===== src/rtl/rhc_div.sv =====
// pipelined restoring divider, one quotient bit per stage
module rhc_div #(
	parameter int DEN_W = 16,
	parameter int QUO_W = 17
) (
	input  logic                   clk,
	input  logic [DEN_W+QUO_W-1:0] num,
	input  logic [DEN_W-1:0]       den,
	output logic [QUO_W-1:0]       quo
);

	localparam int NUM_W = DEN_W + QUO_W;

	logic [DEN_W-1:0] rem_s [QUO_W-1];
	logic [QUO_W-1:0] low_s [QUO_W-1];
	logic [DEN_W-1:0] den_s [QUO_W-1];
	logic [QUO_W-1:0] quo_s [QUO_W];

	for (genvar i = 0; i < QUO_W; i++) begin : g_step
		logic [DEN_W-1:0] rem_in;
		logic [QUO_W-1:0] low_in;
		logic [DEN_W-1:0] den_in;
		logic [QUO_W-1:0] quo_in;
		logic [DEN_W:0]   trial;
		logic             fit;

		if (i == 0) begin : g_first
			assign rem_in = num[NUM_W-1:QUO_W];
			assign low_in = num[QUO_W-1:0];
			assign den_in = den;
			assign quo_in = '0;
		end else begin : g_next
			assign rem_in = rem_s[i-1];
			assign low_in = low_s[i-1];
			assign den_in = den_s[i-1];
			assign quo_in = quo_s[i-1];
		end

		assign trial = {rem_in, low_in[QUO_W-1]};
		assign fit   = trial >= {1'b0, den_in};

		always_ff @(posedge clk) begin
			quo_s[i] <= {quo_in[QUO_W-2:0], fit};
		end

		if (i < QUO_W - 1) begin : g_carry
			always_ff @(posedge clk) begin
				rem_s[i] <= fit ? DEN_W'(trial - {1'b0, den_in}) : trial[DEN_W-1:0];
				low_s[i] <= low_in << 1;
				den_s[i] <= den_in;
			end
		end
	end

	assign quo = quo_s[QUO_W-1];

endmodule

===== config.mk =====
export PLATFORM = sky130hd
export DESIGN_NAME = rhc_div
export DESIGN_NICKNAME = d
export VERILOG_FILES = /design/src/rtl/rhc_div.sv
export SDC_FILE = /design/constraint.sdc
export NUM_CORES = 1
export LEC_CHECK = 0
export BUFFER_PORTS_ARGS = -buffer_cell sky130_fd_sc_hd__buf_2
export CAP_MARGIN = 20
export CELL_PAD_IN_SITES_DETAIL_PLACEMENT = 0
export CELL_PAD_IN_SITES_GLOBAL_PLACEMENT = 1
export CORE_MARGIN = 4
export CORE_UTILIZATION = 50
export DETAILED_ROUTE_END_ITERATION = 8
export PLACE_DENSITY_LB_ADDON = 0.1
export SYNTH_ARGS = -nofsm -noshare
export SYNTH_HDL_FRONTEND = slang
export SYNTH_SLANG_ARGS = --single-unit
export TNS_END_PERCENT = 10

===== constraint.sdc =====
create_clock -name clk -period 3 [get_ports clk]
set_input_delay 0.15 -clock clk [delete_from_list [all_inputs] [get_ports clk]]
set_output_delay 0.15 -clock clk [all_outputs]
set_load 0.02 [all_outputs]

==> results_dict.tcl <==
set metrics [dict create \
    cts_buffer_depth 3 \
    mostFrequentLayoutCell "dfxtp_1" \
    ctsRootBufferMaster "clkbuf_16" \
    nNetsFinal 3635 \
    hp-class "input port to register" \
    final_cells 4212 \
    cp_num_buf_inv 1 \
    dp_hpwl_mm 54.5 \
    ys_ff_latch 801 \
    layout-drive-gt1-share 0.145 \
    power-per-cell-area_mw_per_mm2 1230 \
    clkTransAtPathRegs_ns 0.06 \
    firstDrtPassIters 5 \
    die-area_sq_mm 0.0685 \
    arrival_ns 3.39 \
    avgSynthCellArea_sq_um 10.4 \
    area_growth_pct 15.7 \
    routed_wl_mm 71.1 \
    routed_via_density 5.17 \
    ir_drop_uv 817 \
    slew_viol_final 0 \
    finalHoldViolations 0 \
    dp_cells 4008 \
    synth.distinct_cells 89 \
    final_antenna_net_count 0 \
    cp-end-kind "register" \
    leakage_nw 17.0 \
    wl_per_cell_um 16.9 \
    worstPathRequired_ns 3.51 \
    grt_usage 0.207 \
    fmax_mhz 347 \
    final_cell_mix "dfxtp_1, inv_1, ha_1" \
    io_buffers 66 \
    synth_top_family_by_area "compound AO/OA/AOI/OAI gates" \
    worst_pin_slew_ns 0.865 \
    grt-ovfl-total 0 \
    ys.flop_type "dfxtp_1" \
    synth_fa_ha_area_frac 0.116 \
    synthArstFlopShare 0 \
    cp-start-kind "register" \
    synthSimpleGateAreaFrac 0.0996 \
    synth_mux_area_frac 0.0646 \
    ioPinCount 67 \
    period_minus_slack_ns 2.88 \
    setup_viol 0 \
    grt_pass1_wl_mm 114 \
    start_util 0.508 \
    synth_xor_area_frac 0.0476 \
    min_period_over_period 0.961 \
    grt_antenna_before_repair 0 \
    slowest_delay_ns 0.42 \
    crit_slowest_cell "o41ai_4" \
    whs_ns 0.0622 \
    cts_sinks 801 \
    status "completed" \
    fp-row-count 92 \
    synth_edf_count 0 \
    timing.final.ws_setup_ns 0.116 \
    dp_slack_ns -0.0511 \
    route.detailed.drc 0 \
    slew_headroom 0.419 \
    ys_warn_count 0 \
    cts_made_buffers 83 \
    vias 21800 \
    clk_latency_ns 0.63 \
    syn_nets 3426 \
    synth_compound_area_frac 0.129 \
    dr.first_iter.drc_count 1360 \
    place_congestion 0.837 \
    cap_violations 0 \
    synth_cells 3088 \
    cts_tree "done" \
    h-tree-depth 3 \
    synth_area_sq_mm 0.0322 \
    core_sq_mm 0.0634 \
    path_cells "inv_1, ha_1, nor2b_1, o31ai_4, a21oi_2, o41ai_4, o21ai_2, o2111ai_2, nand2_4, mux2_2" \
    die_w_um 262 \
    die_y_um 262 \
    ys_seq_area_frac 0.498 \
    grt_max_degree 29 \
    path_class "register to register" \
    grt_pass1_vias 21400 \
    fin_skew_ns 0.0140 \
    critical_path.top_delay_family "compound AO/OA/AOI/OAI gates" \
    critPathMaxFanout 17 \
]
per-layer routing:
layer / up-vias / wire length, um / track usage / share of wire
met2: 382 / 31800 / 0.333 / 0.45
met5: - / 0 / 0 / 0
li1: 11100 / - / - / -
met4: 0 / 1540 / 0.0553 / 0.022
met1: 10200 / 35200 / 0.295 / 0.50
met3: 100 / 2570 / 0.0303 / 0.036
final cells by class:
class,instances,area (sq um)
fill,5412,26200
sequential,801,16000
multi-input combinational,1920,14800
clock buffer,107,2310
timing repair buffer,160,1270
inverter,331,1240
tap,846,1060
clock inverter,46,542
antenna,1,2.50
cells by family after synthesis:
| family | count (synthesis) |
|---|---|
| adders and majority gates | 288 |
| DFF | 801 |
| muxes | 185 |
| buffers and inverters | 368 |
| AOI/OAI and AO/OA | 627 |
| xor gates and xnor gates | 175 |
| and+or+nand+nor | 644 |
synth_stat cells (all sizes together) (9+ instances only):
cell type	n	area (sq um)
nand3	40	205
a211oi	22	178
ha	272	3400
inv	331	1240
and4	14	123
or3	20	125
buf	19	156
xor2	48	420
o31ai	19	189
nor3	67	347
a21o	59	443
and3	17	109
nand4	35	225
o211ai	11	82.6
o21a	53	398
mux2	162	1850
nand2b	30	188
mux2i	23	230
a31oi	17	113
a31o	12	105
nor2b	48	308
o21ai	135	687
dfxtp	801	16000
xnor2	127	1110
o21bai	12	90.1
and2	9	57.6
nor4	12	75.1
nor2	189	709
nand2	132	500
fa	16	320
clkbuf	18	77.6
a211o	11	97.6
a21oi	196	992
or2	9	56.3
o31a	18	158
path summary, 6_finish.rpt:
kind	start	to	slack, ns	depth (start not counted)
setup / recovery	den_s[2][49]	rem_s[6][15]	0.12	10
hold / removal	num[32]	quo_s[0][0]	0.06	4
setup reg to reg	den_s[2][49]	rem_s[6][15]	0.12	10
hold reg to reg	low_s[1][46]	low_s[1][63]	0.32	0
through the flow:
| step | total power, mW | TNS, ns | utilization | area (sq um) |
|---|---|---|---|---|
| after global placement | 34.9 | -0.0296 | 0.533 | 33800 |
| after detailed placement | 35.1 | -0.766 | 0.533 | 33800 |
| after global routing | 49.1 | -0.0703 | 0.588 | 37300 |
| after CTS | 46.0 | 0 | 0.586 | 37200 |
| final | 45.8 | 0 | 0.588 | 37300 |
| after floorplan | 30.1 | 0 | - | 32200 |
what timing repair did:
action,4_1_cts,5_1_grt
pin swaps,0,4
setup endpoints to repair,43,65
cloned,0,1
gates resized for setup,5,16
buffers inserted,0,1
hold endpoints to repair,48,0
hold buffers,48,0
worst register-to-register path, stage by stage (launching register included):
cell and delay (ns):
dfxtp_1 0.37, inv_1 0.06, ha_1 0.30, nor2b_1 0.17, o31ai_4 0.24, a21oi_2 0.14
o41ai_4 0.42, o21ai_2 0.17, o2111ai_2 0.32, nand2_4 0.23, mux2_2 0.35
sequential cells by signal, summed over array words and instances (netlist names):
register	flops
den_s	256
low_s	136
quo_s	153
rem_s	256
where the power goes:
part           internal, mW  total, mW  switching (mW)
Combinational          9.52       19.8            10.3
Sequential             13.8       15.4            1.62
Clock                  6.21       10.5            4.30
Total                  29.5       45.8            16.2
Power figures use the tool's default switching activity.
